==> src/cdm_pkg.sv <==
package cdm_pkg;

   // Default sizes
   localparam int DELAY_ENTRIES_DEF = 16384;
   localparam int SAMPLE_BITS_DEF   = 16;

   // Configuration registers
   localparam int MIX_DEPTH_W   = 16;
   localparam int TIME_STEP_W   = 32;
   localparam int CSR_ADDR_W    = 1;
   localparam int CSR_DATA_W    = 32;
   localparam logic [MIX_DEPTH_W-1:0] MIX_DEPTH_RST = 16'd8192;
   localparam logic [TIME_STEP_W-1:0] TIME_STEP_RST = 32'd97391;

   typedef enum logic [CSR_ADDR_W-1:0] {
      CSR_MIX_DEPTH = 1'b0,
      CSR_TIME_STEP = 1'b1
   } csr_addr_type;

   // LFO phase: bit 32 is the second parity, bits 31..0 the fraction
   localparam int PHASE_W = 33;
   localparam int FRAC_W  = 32;
   localparam logic [PHASE_W-1:0] FRAC_ONE = 33'h1_0000_0000;

   // floor(q / 20) as (q * DIV20_RECIP) >> DIV20_SHIFT, exact for q < 2^18
   localparam int RECIP_W = 18;
   localparam logic [RECIP_W-1:0] DIV20_RECIP = 18'd209716;
   localparam int DIV20_SHIFT = 22;

   // Mixer: unity gain in Q2.14, denominator 16384 + depth
   localparam int UNITY_SHIFT = 14;
   localparam int DEN_W       = 17;
   localparam logic [DEN_W-1:0] UNITY_Q14 = 17'd16384;

endpackage

==> src/cdm_lfo.sv <==
// Triangle LFO to tap offset, two registered stages:
//   stage 1: triangle from phase, times DELAY_ENTRIES, keep the integer part
//   stage 2: divide that by 20 with a reciprocal multiply
module cdm_lfo #(
   parameter int DELAY_ENTRIES = cdm_pkg::DELAY_ENTRIES_DEF,
   localparam int AW = $clog2(DELAY_ENTRIES)
) (
   input  logic                        clock,
   input  logic                        reset,
   input  logic                        start,
   input  logic [cdm_pkg::PHASE_W-1:0] phase,
   output logic                        done,
   output logic [AW-1:0]               offset
);

   localparam int QW    = $clog2(DELAY_ENTRIES + 1);
   localparam int PRODW = cdm_pkg::PHASE_W + QW;
   localparam int MW    = QW + cdm_pkg::RECIP_W;

   logic [cdm_pkg::PHASE_W-1:0] tri_w;
   logic [PRODW-1:0]            prod_w;
   logic [QW-1:0]               q_in;
   logic [QW-1:0]               q_ff;
   logic [MW-1:0]               m_w;
   logic [AW-1:0]               off_in;
   logic [AW-1:0]               off_ff;
   logic                        v1_ff;
   logic                        v2_ff;

   // falling half in even seconds, rising half in odd seconds
   always_comb begin
      if (phase[cdm_pkg::FRAC_W]) begin
         tri_w = {1'b0, phase[cdm_pkg::FRAC_W-1:0]};
      end else begin
         tri_w = cdm_pkg::FRAC_ONE - {1'b0, phase[cdm_pkg::FRAC_W-1:0]};
      end
      prod_w = PRODW'(tri_w) * PRODW'(DELAY_ENTRIES);
      q_in   = prod_w[cdm_pkg::FRAC_W +: QW];
   end

   always_comb begin
      m_w    = MW'(q_ff) * MW'(cdm_pkg::DIV20_RECIP);
      off_in = AW'(m_w >> cdm_pkg::DIV20_SHIFT);
   end

   always_ff @(posedge clock) begin
      q_ff   <= q_in;
      off_ff <= off_in;
   end

   always_ff @(posedge clock) begin
      if (reset) begin
         v1_ff <= 1'b0;
         v2_ff <= 1'b0;
      end else begin
         v1_ff <= start;
         v2_ff <= v1_ff;
      end
   end

   assign done   = v2_ff;
   assign offset = off_ff;

endmodule

==> config.mk <==
export PLATFORM = sky130hd
export DESIGN_NAME = cdm_lfo
export DESIGN_NICKNAME = d
export VERILOG_FILES = /design/src/cdm_pkg.sv /design/src/cdm_lfo.sv
export SDC_FILE = /design/constraint.sdc
export NUM_CORES = 1
export LEC_CHECK = 0
export ABC_AREA = 1
export BUFFER_PORTS_ARGS = -buffer_cell sky130_fd_sc_hd__clkbuf_2
export CAP_MARGIN = 20
export CORE_MARGIN = 2
export CORE_UTILIZATION = 57
export CTS_BUF_LIST = sky130_fd_sc_hd__clkbuf_4
export CTS_CLUSTER_DIAMETER = 60
export DETAILED_ROUTE_END_ITERATION = 7
export PLACE_DENSITY = 0.8
export SETUP_SLACK_MARGIN = 0.05
export SYNTH_ARGS = -nofsm -noshare
export SYNTH_HDL_FRONTEND = slang
export SYNTH_SLANG_ARGS = --single-unit
==> constraint.sdc <==
create_clock -name clock -period 4.6 [get_ports clock]
set_input_delay 0.46 -clock clock [delete_from_list [all_inputs] [get_ports clock]]
set_output_delay 0.46 -clock clock [all_outputs]
set_load 0.01 [all_outputs]
==> flow_summary_export.csv <==
group,metric,value,unit
synthesis,synthTopCellsByArea,"ha_1 (25%), fa_1 (20%), nand2_1 (14%)",
placed_design,port_buffers,47,
finish,drive_above_1_share,17.5,%
hold_path,hp-class,"input pin to flop",
critical_path,crit_path_end_kind,"flop",
timing,period_share,95.1,%
status,status,"finished clean",
synthesis,synth_top_family_by_area,"adder cells",
drt,vias_per_cell,4.90,
synthesis,yosysWarnings,0,
clock_tree,cts_buffer_depth,2,
clock_tree,cts_root_buf,"clkbuf_4",
finish,area_growth_syn_to_layout,14.2,%
drt,first_pass_iters,5,
floorplan,start_util,58.2,%
critical_path,arrival,4.66,ns
finish,n_fill_cell,828,
global_routing,track_usage,24.5,%
synthesis,seq_area_frac_synth,9.95,%
synthesis,synthAdderAreaFrac,45.0,%
timing,min_period,4.38,ns
synthesis,syn_area,0.00563,mm2
timing,hold_violations,0,
global_routing,grt_max_degree,18,
timing,clock.fmax,0.229,GHz
critical_path,worst_path_largest_cell_delay,0.54,ns
timing,finClkSkew,0.0218,ns
critical_path,crit_family,"adder cells",
global_routing,grt_pass1_vias,4782,
synthesis,synth_cell_types,30,
flow_run,max-cap-violations,0,
critical_path,slowest_stage,"fa_2",
floorplan,ios,51,
drt,post_drt_wl_per_cell,12.6,um
synthesis,yosys.area.top_type_share,25.1,%
global_routing,grtUsageMet3,2.08,%
critical_path,crit_fanout,4,
floorplan,core_area,0.00968,mm2
synthesis,synthSimpleGateAreaFrac,25.8,%
timing,rsz0062_at_grt,"true",
synthesis,synth_xor_area_share,2.80,%
synthesis,avgSynthCellArea,7.20,um2
global_routing,grtUsageMet1,31.5,%
critical_path,cp_cell_sequence,"ha_4 -> inv_2 -> fa_2 -> fa_2 -> inv_2 -> ha_4 -> a21o_1 -> fa_1 -> inv_1 -> fa_1 -> inv_2 -> ha_4 -> nand2_4 -> nor2_4 -> nand2_2 -> nor2_4 -> nand2_2 -> nor2_2 -> nand2_1 -> nand3_1 -> nand2_1",
placed_design,dp_hpwl,10800,um
finish,stdcell_count,981,
floorplan,die_w,103,um
global_routing,busiest_layer,"met2",
critical_path,crit_required,4.88,ns
floorplan,rows,36,
critical_path,path_buf_inv,4,
clock_tree,clk_latency,0.35,ns
synthesis,muxShareOfSynthArea,0,%
floorplan,die_area,0.0107,mm2
critical_path,start_kind,"flop",
placed_design,dp_slack,-0.0898,ns
placed_design,gp_congestion,0.974,
clock_tree,cts.htree.levels,1,
synthesis,yosysTopAreaCell,"ha_1",
critical_path,crit_type,"flop to flop",
finish,final_util,66.4,%
clock_tree,numCtsBuffers,3,
finish,multiInputGateArea,0.00456,mm2
floorplan,die_h,103,um
clock_tree,cts_tree,"done",
finish,final_nets,1054,
synthesis,synth_compound_area_share,3.18,%
timing,drv_slew,0,
finish,diodes,0,
synthesis,ys_seq_elements,28,
placed_design,place_inst,976,
clock_tree,ctsHoldBuffers,0,
global_routing,grt_overflow,0,
global_routing,grt_pass1_wl,20700,um
finish,layout.area.seq,574,um2
drt,via_count,4810,
drt,ant_nets,0,
clock_tree,clock_sinks,28,
drt,wirelength,12400,um
global_routing,grt_use_met2,44.2,%
synthesis,ys.flop_type,"dfxtp_1",
timing,setup_viol,0,
timing,hold_slack,0.267,ns
drt,drt_iter0_drc,196,
clock_tree,clk_pin_slew,0.18,ns
synthesis,synth_edf_count,0,
timing,setup_slack,0.224,ns
synthesis,syn_inst,782,
synthesis,synth-async-reset-ratio,0,%
drt,drc_errors,0,
global_routing,antenna_found_initial,0,
-- synth_stat cells (all sizes together) (3+ instances only) --
master,n
xnor2,8
nand4,7
buf,4
o21ai,7
a21o,5
ha,113
nand3,41
xor2,10
nor3,3
nand2,210
inv,191
nor2,74
fa,56
a21oi,16
dfxtp,28
-- per-stage QoR --
stage | cell area, um2 | setup TNS [ns]
2_1_floorplan | 5640 | 0
3_3_place_gp | 6140 | -0.00669
3_5_place_dp | 6140 | -0.284
4_1_cts | 6230 | 0
5_1_grt | 6430 | -0.00119
6_report | 6430 | 0
-- layout by cell type (no fill, tap or decap), drive strengths merged, types with 3 or more instances in the layout --
cell type,n
inv,191
xor2,10
a21o,5
fa,56
nand4,7
xnor2,8
nand2,210
conb,3
nor3,3
nand3,41
clkbuf,50
nor2,74
a21oi,16
o21ai,7
dfxtp,28
buf,17
ha,113
-- worst reg2reg max path, delay by kind of cell (launching register included) --
kind / cells / cell delay [ns]
adders and majority gates: 7 / 2.84
buffers and inverters: 4 / 0.19
and+or+nand+nor: 9 / 0.72
AOI/OAI and AO/OA: 1 / 0.18
DFF: 1 / 0.40
-- layer usage --
layer	up-vias	part of all wire [%]	routed length (um)
li1	2497	-	-
met5	-	0	0
met4	0	2.2	278
met1	2180	44	5430
met2	113	50	6220
met3	20	3.7	454
-- registers in the layout, summed over array words and instances, names as in the netlist --
signal	cells
v1_ff	1
offset	11
done	1
q_ff	15
-- layout make-up --
class,instances,share of cell area [%]
Multi-Input combinational cell,561,70.9
Clock inverter,1,0.467
Sequential cell,28,8.92
Clock buffer,3,0.350
Inverter,191,11.1
Tap cell,133,2.59
Timing Repair Buffer,64,5.64
-- timing repair --
action                     in CTS  in global routing
pin swaps                       1                 25
cloned                          0                  0
gates resized for setup         5                 50
setup buffers                   0                  1
setup endpoints to repair      10                 11
-- worst paths after layout --
check / startpoint / endpoint / slack, ns / cells past startpoint
max: q_ff[10] / offset[10] / 0.22 / 21
min: reset / done / 0.27 / 2
max reg2reg: q_ff[10] / offset[10] / 0.22 / 21
min reg2reg: v1_ff / done / 0.42 / 2
-- cell families after synthesis --
group | count (synthesis)
AO/OA/AOI/OAI | 31
buffers and inverters | 195
XOR/XNOR | 18
other | 1
flip-flops | 28
adder cells (fa/ha/maj) | 169
AND/OR/NAND/NOR | 340
Power is not shown: default switching activity piles up to over one toggle a cycle in this logic, so the estimate is an artifact.
