**config.mk**
```make
export PLATFORM = sky130hd
export DESIGN_NAME = cdm_div
export DESIGN_NICKNAME = d
export VERILOG_FILES = /design/src/cdm_pkg.sv /design/src/cdm_div.sv
export SDC_FILE = /design/constraint.sdc
export NUM_CORES = 1
export LEC_CHECK = 0
export ABC_CLOCK_PERIOD_IN_PS = 4030
export BUFFER_PORTS_ARGS = -buffer_cell sky130_fd_sc_hd__buf_4
export CORE_UTILIZATION = 50
export CTS_CLUSTER_SIZE = 40
export DETAILED_ROUTE_END_ITERATION = 8
export PLACE_DENSITY = 0.77
export SYNTH_ARGS = -nofsm -noshare
export SYNTH_HDL_FRONTEND = slang
export SYNTH_SLANG_ARGS = --single-unit
```
**constraint.sdc**
```tcl
create_clock -name clock -period 4.03 [get_ports clock]
set_input_delay 0.806 -clock clock [delete_from_list [all_inputs] [get_ports clock]]
set_output_delay 0.806 -clock clock [all_outputs]
set_load 0.01 [all_outputs]
```
**src/cdm_pkg.sv**
```systemverilog
package cdm_pkg;

   // Default sizes
   localparam int DELAY_ENTRIES_DEF = 16384;
   localparam int SAMPLE_BITS_DEF   = 16;

   // Configuration registers
   localparam int MIX_DEPTH_W   = 16;
   localparam int TIME_STEP_W   = 32;
   localparam int CSR_ADDR_W    = 1;
   localparam int CSR_DATA_W    = 32;
   localparam logic [MIX_DEPTH_W-1:0] MIX_DEPTH_RST = 16'd8192;
   localparam logic [TIME_STEP_W-1:0] TIME_STEP_RST = 32'd97391;

   typedef enum logic [CSR_ADDR_W-1:0] {
      CSR_MIX_DEPTH = 1'b0,
      CSR_TIME_STEP = 1'b1
   } csr_addr_type;

   // LFO phase: bit 32 is the second parity, bits 31..0 the fraction
   localparam int PHASE_W = 33;
   localparam int FRAC_W  = 32;
   localparam logic [PHASE_W-1:0] FRAC_ONE = 33'h1_0000_0000;

   // floor(q / 20) as (q * DIV20_RECIP) >> DIV20_SHIFT, exact for q < 2^18
   localparam int RECIP_W = 18;
   localparam logic [RECIP_W-1:0] DIV20_RECIP = 18'd209716;
   localparam int DIV20_SHIFT = 22;

   // Mixer: unity gain in Q2.14, denominator 16384 + depth
   localparam int UNITY_SHIFT = 14;
   localparam int DEN_W       = 17;
   localparam logic [DEN_W-1:0] UNITY_Q14 = 17'd16384;

endpackage

```
**src/cdm_div.sv**
```systemverilog
// Signed by unsigned division, truncated toward zero, one quotient bit per cycle.
// The numerator magnitude is at most den * 2^(SAMPLE_BITS-1), so its upper bits
// already form a remainder smaller than den and only SAMPLE_BITS steps are needed.
module cdm_div #(
   parameter int SAMPLE_BITS = cdm_pkg::SAMPLE_BITS_DEF,
   localparam int NUMW = SAMPLE_BITS + 18
) (
   input  logic                            clock,
   input  logic                            reset,
   input  logic                            start,
   input  logic signed [NUMW-1:0]          num,
   input  logic [cdm_pkg::DEN_W-1:0]       den,
   output logic                            done,
   output logic signed [SAMPLE_BITS-1:0]   quo
);

   localparam int MW = NUMW - 1;
   localparam int CW = $clog2(SAMPLE_BITS + 1);
   localparam int DW = cdm_pkg::DEN_W;

   logic [MW-1:0]          mag_w;
   logic [DW-1:0]          rem_ff;
   logic [DW-1:0]          rem_in;
   logic [SAMPLE_BITS-1:0] sh_ff;
   logic [SAMPLE_BITS-1:0] sh_in;
   logic [DW-1:0]          den_ff;
   logic                   neg_ff;
   logic [CW-1:0]          cnt_ff;
   logic                   busy_ff;
   logic                   done_ff;
   logic [SAMPLE_BITS-1:0] quo_ff;
   logic [DW:0]            ext_w;
   logic [DW:0]            diff_w;
   logic                   ge_w;

   assign mag_w = num[NUMW-1] ? MW'(-num) : MW'(num);

   // one restoring step
   always_comb begin
      ext_w  = {rem_ff, sh_ff[SAMPLE_BITS-1]};
      diff_w = ext_w - {1'b0, den_ff};
      ge_w   = (ext_w >= {1'b0, den_ff});
      rem_in = ge_w ? diff_w[DW-1:0] : ext_w[DW-1:0];
      sh_in  = {sh_ff[SAMPLE_BITS-2:0], ge_w};
   end

   // datapath
   always_ff @(posedge clock) begin
      if (start) begin
         rem_ff <= DW'(mag_w >> SAMPLE_BITS);
         sh_ff  <= mag_w[SAMPLE_BITS-1:0];
         den_ff <= den;
         neg_ff <= num[NUMW-1];
      end else if (busy_ff) begin
         rem_ff <= rem_in;
         sh_ff  <= sh_in;
         if (cnt_ff == CW'(1)) begin
            quo_ff <= neg_ff ? (~sh_in + 1'b1) : sh_in;
         end
      end
   end

   // control
   always_ff @(posedge clock) begin
      if (reset) begin
         busy_ff <= 1'b0;
         done_ff <= 1'b0;
         cnt_ff  <= '0;
      end else begin
         done_ff <= 1'b0;
         if (start) begin
            busy_ff <= 1'b1;
            cnt_ff  <= CW'(SAMPLE_BITS);
         end else if (busy_ff) begin
            cnt_ff <= cnt_ff - 1'b1;
            if (cnt_ff == CW'(1)) begin
               busy_ff <= 1'b0;
               done_ff <= 1'b1;
            end
         end
      end
   end

   assign done = done_ff;
   assign quo  = quo_ff;

endmodule

```
==> qor.txt, run 1 <==
FF-to-FF End -> quo[14]
HPWL after DPL -> 7820 microns
Period utilization -> 86.3%
Fraction of layout cells with a size suffix above 1 -> 19.6%
First-pass detailed-route iteration total -> 4
Crit. Startpoint -> sh_ff[15]
Largest family of logic cells by synthesized area -> compound AO/OA/AOI/OAI gates
Hold_buf cts -> 0
Routability cong. -> 0.911
WL final -> 10700 microns
Vias in the first global route -> 3579
CTS root buffer -> clkbuf_8
CTS sink cnt -> 74
Simple-gate share of the synthesized area -> 12.9%
Clock Skew -> 10.4 ps
Initial Utilization -> 51.4%
Clk buf depth -> 2
Xor and xnor area share after synthesis -> 11.7%
Mapped Cells -> 460
Status -> completed
Gr usage total -> 22.8%
First-pass GRT wire length -> 17500 microns
CTS tree -> yes
CP max FO -> 14
Area grow syn2layout -> 17.0%
Final core utilization -> 60.2%
Clk pin slew, worst setup/hold paths -> 80 ps
CTS resizes -> 0
Worst slew pin tran -> 870 ps
Crit-path leading delay family -> compound AO/OA/AOI/OAI gates
Core footprint -> 9200 sq um
Min-delay worst type -> reg -> reg
Routed Antenna Nets -> 0
VDD IR-drop max -> 260 uV
Synth cell types -> 52
Drt initial violations -> 193
CP Cell Sequence -> inv_1 -> ha_1 -> fa_1 -> nand2b_1 -> a21oi_1 -> o21ai_0 -> o211ai_1 -> o21a_1 -> inv_1 -> ha_1 -> nand2_1 -> o31ai_1 -> xnor2_1
Critical path launch point type -> register
Setup bufs post-CTS -> 0
Main synth FF type -> edfxtp_1
Final Hold Fails -> 0
Yosys reg bits -> 74
CTS Buf Count -> 9
Worst path slowest cell -> inv_1
Slew Limit Fails -> 0
Relative slew margins -> 42.0%
Port Buffers -> 70
Crit path capture type -> register
Worst Setup EP -> quo[14]
RSZ-0062 raised after global routing -> no
Post-Syn Area -> 4730 sq um
Initial antenna violation count -> 0
Final nets -> 602
H-tree Lvls -> 3
Compound-Gate Fraction of Synth Area -> 16.4%
Die X -> 99.3 microns
Fin crit period -> 3480 ps
Die area -> 9850 sq um
Launching point of the worst reg2reg path -> sh_ff[15]
Routed WL per cell -> 16.6 microns
Data required time at the worst endpoint -> 4140 ps
Post-synthesis mux area share -> 3.44%
Worst skew pair latency -> 360 ps
CP max stage delay -> 430 ps
DR vias -> 3747
Largest net degree at the start of global routing -> 56
CP Depth -> 13
Worst Reg-to-Reg Cells -> 13
Avg Inst Size Synth -> 10.3 sq um
PwrDens -> 498 nW/um^2
Final setup viols -> 0
Commonest non-fill, non-tap cell in the layout -> buf_4
Synth warn -> 0
GRT Residual Overflow -> 0
Die height -> 99.3 microns
CP Class -> reg -> reg
WP buf/inv -> 2
Post-Layout Inst Area -> 5540 sq um
Synthesized Nets -> 536
Placed cell area -> 5340 sq um
WP data arrival -> 3590 ps
Final worst slack -> 552 ps
Max-cap violations -> 0
Pre-CTS setup slack -> 630 ps
Vias per inst -> 5.84
Rows -> 35
Final setup TNS -> 0 ps
Minimum setup slack among reg-to-reg paths -> 550 ps
N_diodes -> 0
I/O Pins -> 71
Leak -> 2.21 nW
Drt drc -> 0
Maximum clock frequency -> 287 MHz
Number of synthesized flops with an enable pin -> 67
Synth Area in Adders -> 5.98%
Sequential area share after synthesis -> 45.5%
Post-synth ARST share -> 0%
Most frequent cells in the layout -> buf_4, edfxtp_1, xnor2_1
## per-stage QoR
step	hold slack (ps)	cells	power [mW]
2_1_floorplan	469	460	1.90
3_3_place_gp	486	626	2.13
4_1_cts	514	642	2.75
6_report	503	642	2.76
5_1_grt	572	642	2.92
3_5_place_dp	503	626	2.17
## worst reg2reg max path: cells and delay by family (launching register included)
| family | cells | cell delay (ps) |
|---|---|---|
| flops | 1 | 370 |
| fa+ha+maj | 3 | 730 |
| simple gates | 2 | 250 |
| compound gates | 5 | 1260 |
| xor+xnor | 1 | 100 |
| buf+inv | 2 | 520 |
## per-layer routing
metal  GRT usage, %  part of all wire (%)  routed length [microns]
met4           10.1                   2.0                      217
met1           30.9                    47                     4980
met2           36.5                    47                     5000
met3           3.58                   4.5                      475
met5              0                     0                        0
## cell usage after synthesis, drive strengths merged (2+ instances only)
library cell   n  area share (%)
nor4b          2            0.50
a221oi         3            0.56
or4            8             1.5
o21bai         2            0.32
nor2b          5            0.66
xnor2         36             6.7
buf            5            0.50
nand2b         5            0.66
edfxtp        67              43
a21oi         26             2.8
xor2          27             5.0
mux2i         14             3.0
o211ai         2            0.32
nor2          31             2.5
ha            21             5.6
nand3          6            0.63
a31oi          4            0.53
dfxtp          7             3.0
a211oi         4            0.63
mux2           2            0.48
nor4           5            0.66
or3            5            0.87
nand2         35             2.8
nor3          12             1.3
a22oi          6            0.95
o41ai          6             1.1
clkbuf        14             1.3
a21o          10             1.6
o21ai         26             2.8
inv           29             2.3
o31ai         20             3.5
o21a           3            0.48
## area by class of cell
type                            count  area (sq um)
Clock buffer                        9           124
Clock inverter                      7          68.8
Fill cell                         768          3660
Inverter                           29           109
Multi-Input combinational cell    338          2390
Sequential cell                    74          2150
Tap cell                          111           139
Timing Repair Buffer               74           556
## cell families after synthesis
family,count (synthesis)
AOI/OAI and AO/OA,117
xor gates and xnor gates,63
muxes,16
DFF,74
adders and majority gates,22
buffers and inverters,48
and+or+nand+nor,120
## worst min-delay path by stage
stage               startpoint  slack [ps]   endpoint  cells past startpoint
floorplan            cnt_ff[1]         470  cnt_ff[1]                      2
global placement     cnt_ff[1]         490  cnt_ff[1]                      2
detailed placement   cnt_ff[1]         500  cnt_ff[1]                      2
CTS                  cnt_ff[1]         510  cnt_ff[1]                      2
global route         cnt_ff[1]         570  cnt_ff[1]                      2
finish               cnt_ff[1]         500  cnt_ff[1]                      2
## flip-flops by register name, indices dropped and copies added (netlist names)
register / count
neg_ff: 1
den_ff: 17
cnt_ff: 5
sh_ff: 16
rem_ff: 17
quo: 16
busy_ff: 1
done: 1
## where the power goes
part / leakage (nW) / internal, mW / switching (mW)
clock network: 0.0954 / 0.284 / 0.290
registers: 0.706 / 0.988 / 0.0816
logic: 1.40 / 0.478 / 0.635
total: 2.21 / 1.75 / 1.01
Note: power is estimated with default switching activity, not from simulation.
==> inputs of run 2 (changes only) <==
--- a/config.mk
+++ b/config.mk
@@ -11,6 +11,7 @@
 export CTS_CLUSTER_SIZE = 40
 export DETAILED_ROUTE_END_ITERATION = 8
 export PLACE_DENSITY = 0.77
+export RECOVER_POWER = 100
 export SYNTH_ARGS = -nofsm -noshare
 export SYNTH_HDL_FRONTEND = slang
 export SYNTH_SLANG_ARGS = --single-unit
==> qor.txt, run 2 (same netlist as run 1, synthesis figures left out) <==
GRT Residual Overflow -> 0
Data required time at the worst endpoint -> 4140 ps
Port Buffers -> 70
Hold_buf cts -> 0
WP data arrival -> 3570 ps
FF-to-FF End -> quo[14]
Most Crowded Layer GR -> met2
Maximum clock frequency -> 289 MHz
Met3 Use GR -> 3.58%
M1 GR Usage -> 30.9%
Routed WL per cell -> 16.7 microns
Status -> finished, violations left
Final nets -> 602
Initial Utilization -> 51.4%
Fraction of layout cells with a size suffix above 1 -> 15.3%
Failing checks -> max-capacitance violations, max-slew violations
CTS sink cnt -> 74
Crit path capture type -> register
Largest net degree at the start of global routing -> 56
DR vias -> 3725
Leak -> 2.13 nW
Routability cong. -> 0.911
HPWL after DPL -> 7820 microns
Fin crit period -> 3460 ps
Slew Limit Fails -> 70
CTS tree -> yes
H-tree Lvls -> 3
WL final -> 10700 microns
Gr usage total -> 22.8%
GR Util met2 -> 36.5%
Vias in the first global route -> 3579
CP max FO -> 14
Drt drc -> 0
PwrDens -> 505 nW/um^2
First-pass GRT wire length -> 17500 microns
Relative slew margins -> -7.94%
Min-delay worst type -> reg -> reg
CTS Buf Count -> 9
Die area -> 9850 sq um
Worst Setup EP -> quo[14]
CTS resizes -> 0
CTS root buffer -> clkbuf_8
Worst slew pin tran -> 1620 ps
Period utilization -> 86.0%
Clk buf depth -> 2
Core footprint -> 9200 sq um
Die height -> 99.3 microns
Die X -> 99.3 microns
Largest registers -> den_ff (17), rem_ff (17)
Area grow syn2layout -> 15.0%
Clock Skew -> 9.97 ps
Rows -> 35
Critical path launch point type -> register
Most frequent cells in the layout -> edfxtp_1, xnor2_1, buf_4
VDD IR-drop max -> 260 uV
First-pass detailed-route iteration total -> 5
RSZ-0062 raised after global routing -> no
Max-cap violations -> 2
Commonest non-fill, non-tap cell in the layout -> edfxtp_1
Setup bufs post-CTS -> 0
Vias per inst -> 5.80
Final Hold Fails -> 0
Drt initial violations -> 202
Worst Reg-to-Reg Cells -> 13
I/O Pins -> 71
Crit. Startpoint -> sh_ff[15]
Final setup viols -> 0
Final setup TNS -> 0 ps
Initial antenna violation count -> 0
Worst skew pair latency -> 360 ps
Launching point of the worst reg2reg path -> sh_ff[15]
CP Class -> reg -> reg
Clk pin slew, worst setup/hold paths -> 80 ps
Final Hold Slack -> 503 ps
Routed Antenna Nets -> 0
Minimum setup slack among reg-to-reg paths -> 570 ps
N_diodes -> 0
==> run 2: changes by cell type in the layout (fill, tap and decap cells not counted), sizes merged <==
cell	previous run	this run
clkbuf	9	47
buf	74	36
==> run 2: critical path: stages (launching register included) <==
cell,delay (ps)
edfxtp_1,370
inv_1,90
ha_1,180
fa_1,200
nand2b_1,130
a21oi_1,100
o21ai_0,410
o211ai_1,200
o21a_1,230
inv_1,420
ha_1,340
nand2_1,110
o31ai_1,320
xnor2_1,110
==> run 2: stage by stage <==
step | cells | worst slack, ps | area (sq um) | total power, mW | utilization (%)
2_1_floorplan | 460 | 1060 | 4730 | 1.90 | -
5_1_grt | 642 | 252 | 5440 | 2.92 | 59.2
4_1_cts | 642 | 624 | 5540 | 2.75 | 60.2
3_3_place_gp | 626 | 661 | 5340 | 2.13 | 58.1
6_report | 642 | 566 | 5440 | 2.75 | 59.2
3_5_place_dp | 626 | 630 | 5340 | 2.17 | 58.1
==> run 2: cell type report <==
| type | instances | area, sq um |
|---|---|---|
| clock inverter | 7 | 68.8 |
| timing repair buffer | 74 | 479 |
| sequential | 74 | 2150 |
| clock buffer | 9 | 124 |
| tap | 111 | 139 |
| inverter | 29 | 109 |
| multi-input combinational | 338 | 2370 |
| fill | 790 | 3750 |
==> run 2: layer usage <==
layer,wire [microns],part of all wire (%)
met5,0,0
met4,241,2.2
met3,504,4.7
met2,4930,46
met1,5030,47
==> run 2: worst min-delay path by stage <==
| stage | startpoint | to | slack, ps | cells past startpoint |
|---|---|---|---|---|
| after floorplan | cnt_ff[1] | cnt_ff[1] | 470 | 2 |
| final | cnt_ff[1] | cnt_ff[1] | 500 | 2 |
| after global placement | cnt_ff[1] | cnt_ff[1] | 490 | 2 |
| after CTS | cnt_ff[1] | cnt_ff[1] | 510 | 2 |
| after detailed placement | cnt_ff[1] | cnt_ff[1] | 500 | 2 |
| after global routing | cnt_ff[1] | cnt_ff[1] | 570 | 2 |
==> run 2: where the power goes <==
| group | internal [mW] | switching (mW) | total [mW] |
|---|---|---|---|
| Clock | 0.285 | 0.290 | 0.575 |
| Sequential | 0.989 | 0.0803 | 1.07 |
| Combinational | 0.474 | 0.630 | 1.10 |
==> inputs of run 3 (changes only) <==
--- a/config.mk
+++ b/config.mk
@@ -5,6 +5,7 @@
 export SDC_FILE = /design/constraint.sdc
 export NUM_CORES = 1
 export LEC_CHECK = 0
+export ABC_AREA = 1
 export ABC_CLOCK_PERIOD_IN_PS = 4030
 export BUFFER_PORTS_ARGS = -buffer_cell sky130_fd_sc_hd__buf_4
 export CORE_UTILIZATION = 50
==> qor.txt, run 3 <==
Status -> finished, violations left
Failing checks -> max-capacitance violations, max-slew violations
Total power -> 2.55 mW
Worst Reg-to-Reg Cells -> 14
Worst Min Path Start -> cnt_ff[4]
Die X -> 105 microns
WP data arrival -> 3430 ps
Initial Utilization -> 51.3%
Rows -> 37
Most frequent cells in the layout -> nand2_1, inv_1, edfxtp_1
Synth area leader -> edfxtp_1
CTS root buffer -> clkbuf_8
RSZ-0062 raised after global routing -> no
Fin crit period -> 3320 ps
Setup bufs post-CTS -> 0
Routed Antenna Nets -> 0
Worst slew pin tran -> 2360 ps
Data required time at the worst endpoint -> 4140 ps
Relative slew margins -> -57.1%
Min-delay worst type -> reg -> reg
Final Hold Fails -> 0
Worst Hold Path Cells -> 2
Post-Syn Area -> 5270 sq um
Clk buf depth -> 2
Drt drc -> 0
CP max stage delay -> 390 ps
Period utilization -> 82.3%
Number of synthesized flops with an enable pin -> 67
Die area -> 11000 sq um
Worst path slowest cell -> edfxtp_1
Post-Place Cells -> 888
Main synth FF type -> edfxtp_1
Final worst slack -> 712 ps
Routed WL per cell -> 14.1 microns
Crit-path leading delay family -> simple AND/OR/NAND/NOR gates
Yosys top cell area share -> 38.2%
Top-count cell post-synth -> nand2_1
CTS tree -> yes
Pre-CTS setup slack -> 843 ps
Slew Limit Fails -> 81
Launching point of the worst reg2reg path -> rem_ff[4]
Clk pin slew, worst setup/hold paths -> 90 ps
CTS sink cnt -> 74
FF-to-FF End -> quo[14]
WP buf/inv -> 2
Hold_buf cts -> 0
GRT Residual Overflow -> 0
H-tree Lvls -> 3
Top area cells in the synthesized netlist -> edfxtp_1, nand2_1, inv_1
N_diodes -> 0
CTS resizes -> 0
Routability cong. -> 0.940
Max-cap violations -> 2
Crit path capture type -> register
WL final -> 12700 microns
CP Cell Sequence -> ha_1 -> a21oi_1 -> nand2_1 -> nand2_1 -> nand3_1 -> nand2_1 -> nand2_4 -> inv_1 -> ha_1 -> inv_1 -> nor4_1 -> nand4_1 -> o21ai_0 -> xnor2_1
Final nets -> 839
Commonest non-fill, non-tap cell in the layout -> nand2_1
Critical path launch point type -> register
Die height -> 105 microns
Avg Inst Size Synth -> 7.59 sq um
First-pass detailed-route iteration total -> 6
Synth cell count leaders -> nand2_1, inv_1, edfxtp_1
Largest net degree at the start of global routing -> 47
Maximum clock frequency -> 301 MHz
Synthesized Nets -> 770
First-pass GRT wire length -> 20900 microns
Sequential area share after synthesis -> 40.8%
Area grow syn2layout -> 14.2%
Mapped Cells -> 694
Final setup TNS -> 0 ps
DR vias -> 4878
Largest registers -> den_ff (17), rem_ff (17)
Worst skew pair latency -> 350 ps
Initial antenna violation count -> 0
Hold EP -> cnt_ff[4]
Vias per inst -> 5.40
Fraction of layout cells with a size suffix above 1 -> 10.9%
Drt initial violations -> 292
CP Class -> reg -> reg
Port Buffers -> 70
CTS Buf Count -> 9
I/O Pins -> 71
Non-Filler Instances -> 904
CP max FO -> 35
Post-synth ARST share -> 0%
Synth cell types -> 43
Core footprint -> 10300 sq um
Clock Skew -> 9.16 ps
Yosys reg bits -> 74
PwrDens -> 423 nW/um^2
HPWL after DPL -> 9620 microns
Final setup viols -> 0
Leak -> 2.74 nW
Vias in the first global route -> 4565
Gr usage total -> 24.0%
Synth warn -> 0
VDD IR-drop max -> 277 uV
Minimum setup slack among reg-to-reg paths -> 710 ps
CP dominant cell by count -> nand2_1
==> run 3: area by class of cell <==
| cell class | count | area (sq um) |
|---|---|---|
| tap | 136 | 170 |
| fill | 938 | 4260 |
| clock inverter | 7 | 77.6 |
| clock buffer | 9 | 124 |
| sequential | 74 | 2150 |
| multi-input combinational | 511 | 2670 |
| timing repair buffer | 74 | 473 |
| inverter | 93 | 349 |
==> run 3: how the worst max path moves through the flow <==
stage                         start  endpoint  cells after the start  slack [ps]
after floorplan           rem_ff[8]   quo[12]                     14        1430
after global placement    rem_ff[8]   quo[12]                     14         960
after detailed placement  rem_ff[8]   quo[12]                     14         840
after CTS                 rem_ff[8]   quo[12]                     14         830
after global routing      rem_ff[8]   quo[14]                     14         320
final                     rem_ff[4]   quo[14]                     14         710
==> run 3: metal layers <==
layer	track usage (%)	share of wire (%)	wire length, microns
met1	30.2	44	5540
met2	39.5	46	5840
met3	4.62	6.6	845
met4	11.7	3.9	492
met5	0	0	0
==> run 3: through the flow <==
step | util [%] | hold slack (ps) | cell area [sq um]
finish | 58.6 | 486 | 6020
floorplan | - | 442 | 5270
global route | 58.6 | 535 | 6020
global placement | 57.5 | 453 | 5910
detailed placement | 57.5 | 477 | 5910
CTS | 59.5 | 489 | 6110
==> run 3: tightest hold or removal path, stage by stage (launching register included) <==
cell     delay, ps
dfxtp_1        320
nand2_1         60
a31oi_1         60
==> run 3: cells by family after synthesis <==
logic type | Yosys count | share of synthesized area (%)
compound gates | 95 | 10.2
xor+xnor | 29 | 4.82
fa+ha+maj | 22 | 5.37
buf+inv | 109 | 8.21
flops | 74 | 40.8
simple gates | 365 | 30.6
==> run 3: report_power, final <==
part	switching, mW	internal, mW	leakage (nW)	total [mW]
Combinational	0.587	0.343	1.92	0.930
Sequential	0.0599	0.962	0.714	1.02
Clock	0.303	0.290	0.101	0.593
Total	0.950	1.60	2.74	2.55
